===== src/rtl/sctm_div_pipe.sv =====
// ----------------------------------------------------------------------------
// sctm_div_pipe
// Pipelined restoring divider, one quotient bit per stage. The quotient
// saturates to all ones when it does not fit in Q_W bits. The divisor is
// a static configuration value and is not pipelined.
// ----------------------------------------------------------------------------
module sctm_div_pipe #(
    parameter int NUM_W = 20,
    parameter int DEN_W = 13,
    parameter int Q_W   = 8
) (
    input  logic             aclk,
    input  logic             en,
    input  logic [NUM_W-1:0] num,
    input  logic [DEN_W-1:0] den,
    output logic [Q_W-1:0]   quo
);

    localparam int CW = DEN_W + Q_W;

    logic [NUM_W-1:0] rem_reg [Q_W-1];
    logic [Q_W-1:0]   q_reg   [Q_W];
    logic             sat_reg [Q_W];

    logic [NUM_W-1:0] rem_in  [Q_W];
    logic [Q_W-1:0]   q_in    [Q_W];
    logic             sat_in  [Q_W];
    logic             take    [Q_W];
    logic [CW-1:0]    trial   [Q_W];
    logic [NUM_W-1:0] rem_next [Q_W-1];
    logic [Q_W-1:0]   q_next  [Q_W];
    logic [CW-1:0]    den_w;

    assign den_w = CW'(den);

    always_comb begin
        rem_in[0] = num;
        q_in[0]   = '0;
        sat_in[0] = CW'(num) >= (den_w << Q_W);
        for (int i = 1; i < Q_W; i++) begin
            rem_in[i] = rem_reg[i-1];
            q_in[i]   = q_reg[i-1];
            sat_in[i] = sat_reg[i-1];
        end
        for (int i = 0; i < Q_W; i++) begin
            trial[i]  = den_w << (Q_W - 1 - i);
            take[i]   = CW'(rem_in[i]) >= trial[i];
            q_next[i] = q_in[i] | (take[i] ? (Q_W'(1) << (Q_W - 1 - i)) : '0);
        end
        for (int i = 0; i < Q_W - 1; i++) begin
            rem_next[i] = take[i] ? NUM_W'(CW'(rem_in[i]) - trial[i]) : rem_in[i];
        end
    end

    always_ff @(posedge aclk) begin
        if (en) begin
            for (int i = 0; i < Q_W; i++) begin
                q_reg[i]   <= q_next[i];
                sat_reg[i] <= sat_in[i];
            end
            for (int i = 0; i < Q_W - 1; i++) begin
                rem_reg[i] <= rem_next[i];
            end
        end
    end

    assign quo = sat_reg[Q_W-1] ? '1 : q_reg[Q_W-1];

endmodule


===== config.mk =====
export PLATFORM = sky130hd
export DESIGN_NAME = sctm_div_pipe
export DESIGN_NICKNAME = d
export VERILOG_FILES = /design/src/rtl/sctm_div_pipe.sv
export SDC_FILE = /design/constraint.sdc
export NUM_CORES = 1
export LEC_CHECK = 0
export BUFFER_PORTS_ARGS = -buffer_cell sky130_fd_sc_hd__buf_4
export CAP_MARGIN = 25
export CORE_ASPECT_RATIO = 1.1
export CORE_MARGIN = 3
export CORE_UTILIZATION = 50
export DETAILED_ROUTE_END_ITERATION = 16
export GPL_TIMING_DRIVEN = 0
export PLACE_DENSITY_LB_ADDON = 0.25
export SYNTH_ARGS = -nofsm -noshare
export SYNTH_HDL_FRONTEND = slang
export SYNTH_SLANG_ARGS = --single-unit
export TNS_END_PERCENT = 5

===== constraint.sdc =====
create_clock -name aclk -period 4.15 [get_ports aclk]
set_input_delay 0.83 -clock aclk [delete_from_list [all_inputs] [get_ports aclk]]
set_output_delay 0.83 -clock aclk [all_outputs]
set_load 0.02 [all_outputs]

==> results by group <==
Status
  – Status: completed

Clocking
  – Root buffer cell: clkbuf_16
  – Clk sink count: approximately 180
  – CTS tree: yes
  – Clock buffer depth: 2
  – TritonCTS buffer count: 17
  – Clock transition at path regs: 0.08 ns
  – H-Tree Depth: 4
  – Clock latency at the later pin of the worst-skew pair: 0.44 ns

Finish
  – Core Util, Final: 0.571
  – Layout Cells excl Fill: approximately 1500
  – Layout net count: roughly 1300
  – Share of post-route cells with drive strength above 1: 0.114
  – N_diodes: 0
  – Layout area overhead: 11.3%
  – Largest register FFs: 140

Timing
  – Final hold vios: 0
  – Max-slew violation count: 0
  – Setup violations, final: 0
  – Final worst setup slack: 0.244 ns
  – RSZ-0062 raised after global routing: no
  – Slew margin rel.: 0.418
  – Final min period: 3.91 ns
  – Fmax achieved: 256 MHz
  – Max Clock Skew: about 0.016 ns
  – Period utilisation layout: 0.941
  – Worst Tran Pin Value: 0.865 ns
  – Setup TNS Final: 0 ns

GRT
  – Met2 capacity usage during global routing: 0.364
  – Met1 GRT Util: 0.257
  – First-pass GRT wire length: 41.8 mm
  – Global-route layer with the greatest usage: met2
  – GR Util met3: 0.0264
  – Aggregate global-route resource usage: 0.205
  – Vias in the first global route: roughly 8200
  – Largest net degree at the start of global routing: 128
  – Congestion Overflow GR: 0
  – Initial antenna violation count: 0

Drt
  – Final WL: 26.3 mm
  – Vias per cell: 5.94
  – DR vias: 8618
  – Detail Route Antenna Nets: 0
  – Detailed-router iteration count before antenna repair: 5
  – Drt initial violations: just under 600
  – DR WL/cell: between 15 and 20 um
  – DRC: 0

Logic synthesis
  – Synth Area in Compound Gates: 0.157
  – Mapped Area: 11800 um2
  – Ys flop type: edfxtp_1
  – Synth cell types: 66
  – Seq/Total Area, Yosys: 0.467
  – Adder-cell share of the synthesized area: 0.135
  – FFs w/ async S/R, synth: 0
  – Largest family of logic cells by synthesized area: compound AO/OA/AOI/OAI gates
  – EDFF count, synth: 184
  – FF+latch count, synth: 184
  – Multiplexer share of the synthesized area: 0.0342
  – Mapped Cells: between 1000 and 1500
  – Synthesized area per cell: 11.0 um2
  – Mapped Nets: between 1000 and 1500
  – XOR/XNOR share of the synthesized area: 0.0563
  – Simple-gate share of the synthesized area: 0.128
  – Synth warnings: 0

Run
  – Max_cap viols: 0

Power and ir drop
  – Leakage power: between 5 and 6 nW
  – Cell Pwr Density: 585 nW/um2
  – Peak VDD IR: between 0.0003 and 0.0004 V

Place
  – Post-DP HPWL: approximately 19 mm
  – Placed instance count: 1420
  – Setup slack at placement: -0.252 ns
  – Buffers on Ports: 42
  – Routability Congestion: 0.897

Critical path
  – Crit path launch type: input port
  – CP endpoint kind: register
  – Setup slack, reg-to-reg: 0.81 ns
  – R2r worst-path depth: 10
  – RR Startpoint: rem_reg[4][2]
  – CP required: 4.34 ns
  – Worst Path Arrival: 4.09 ns
  – RR Endpoint: rem_reg[5][7]
  – Worst setup path class: input port to register
  – Worst Path Max Fanout: 12

Worst hold path
  – HP Class: register to register
  – Worst hold stages: 0
  – Min-Delay Endpoint: q_reg[1][14]
  – Hold_sp: q_reg[1][6]

Floorplan
  – Row count: 58
  – Die Wd: ~150 um
  – Die H: approximately 170 um
  – Initial Utilization: 0.513
  – Io pins: 43
  – Core area: approximately 23000 um2
  – Die area: 25500 um2
-- through the flow --
step	area (um2)	hold WS [ns]	power, mW
global placement	12500	0.402	5.97
global route	13200	0.425	8.21
detailed placement	12600	0.405	6.05
finish	13200	0.417	7.70
CTS	13200	0.417	7.71
floorplan	11800	0.400	5.32
-- metal layers --
metal  wire length [um]  up-vias
met3                787       54
met1              11300     4128
met5                  0        -
met4                760        0
li1                   -     4247
met2              13400      189
-- cells by family after synthesis --
kind of cell / after synthesis
fa+ha+maj: 123
xor+xnor: 76
flops: 184
mux: 34
simple gates: 301
compound gates: 295
buf+inv: 64
-- cell usage in the layout, fill, tap and decap left out, types with 21 or more instances in the layout --
| master | netlist | layout |
|---|---|---|
| a21oi_1 | 90 | 90 |
| xnor2_1 | 46 | 46 |
| nand2_1 | 77 | 77 |
| xor2_1 | 30 | 30 |
| nor2_1 | 81 | 81 |
| nor3_1 | 21 | 21 |
| o21ai_0 | 72 | 72 |
| edfxtp_1 | 184 | 184 |
| a21o_1 | 26 | 26 |
| ha_1 | 116 | 116 |
| inv_1 | 47 | 47 |
| mux2_2 | 23 | 23 |
| buf_4 | 0 | 41 |
-- worst max path at each step --
stage               startpoint  cells past startpoint  slack [ns]              to
floorplan               den[1]                     10        0.51  rem_reg[0][12]
global placement        den[1]                     10       -0.29  rem_reg[4][12]
detailed placement      den[1]                     10       -0.25  rem_reg[4][12]
CTS                     den[1]                     10        0.20  rem_reg[4][12]
global route            den[1]                      9        0.06   rem_reg[5][7]
finish                  den[1]                      9        0.24   rem_reg[5][7]
-- power breakdown --
part,internal [mW],switching (mW)
Sequential,2.74,0.290
Clock,0.862,0.772
Combinational,1.37,1.67
-- area by class of cell --
type | count | area [um2]
timing repair buffer | 43 | 350
inverter | 47 | 176
fill | 1984 | 9910
multi-input combinational | 829 | 6040
clock inverter | 15 | 179
sequential | 184 | 5530
buffer | 17 | 93.8
tap | 300 | 375
clock buffer | 17 | 425
-- repair_timing --
action	4_1_cts	5_1_grt
setup buffers	0	0
endpoints found under the setup margin	0	11
hold buffers	0	0
resized for setup	0	1
-- cell usage after synthesis (3+ instances only) --
master     instances  area share
a21o_1            26       0.017
nand2_1           77       0.024
mux2i_1            4      0.0034
a31oi_1           11      0.0058
nor3_1            21      0.0089
o21a_1            19       0.012
nand4_1           15      0.0079
o211ai_1           3      0.0019
mux2_2            23       0.022
nor4_1            13      0.0069
ha_1             116        0.12
mux2_4             7      0.0089
or3_1              6      0.0032
or4_1              6      0.0038
a211oi_1          15      0.0095
a2111oi_0          5      0.0037
o22ai_1            4      0.0021
a21oi_1           90       0.038
nand4b_1           4      0.0030
and3_1             4      0.0021
inv_1             47       0.015
xor2_1            30       0.022
xnor2_1           46       0.034
nor2b_1           10      0.0053
o31a_1             3      0.0022
o21bai_1           5      0.0032
o21ai_0           72       0.030
or2_2             11      0.0058
clkbuf_1          12      0.0038
a21boi_0           4      0.0025
a2111o_1           3      0.0029
nand3b_1           7      0.0044
nor2_1            81       0.026
edfxtp_1         184        0.47
nand2b_1          17      0.0090
fa_1               7       0.012
o2111ai_1          4      0.0030
buf_6              4      0.0038
o31ai_1           12      0.0076
nand3_1           17      0.0072
-- critical path, stage by stage --
cell and delay, ns:
buf_4 0.17, inv_1 0.55, fa_1 0.36, a21o_1 0.17
a221o_1 0.25, a21oi_1 0.16, a31oi_1 0.69, clkbuf_1 0.50
mux2_2 0.41
No activity file was read; power rests on OpenSTA's default activity.
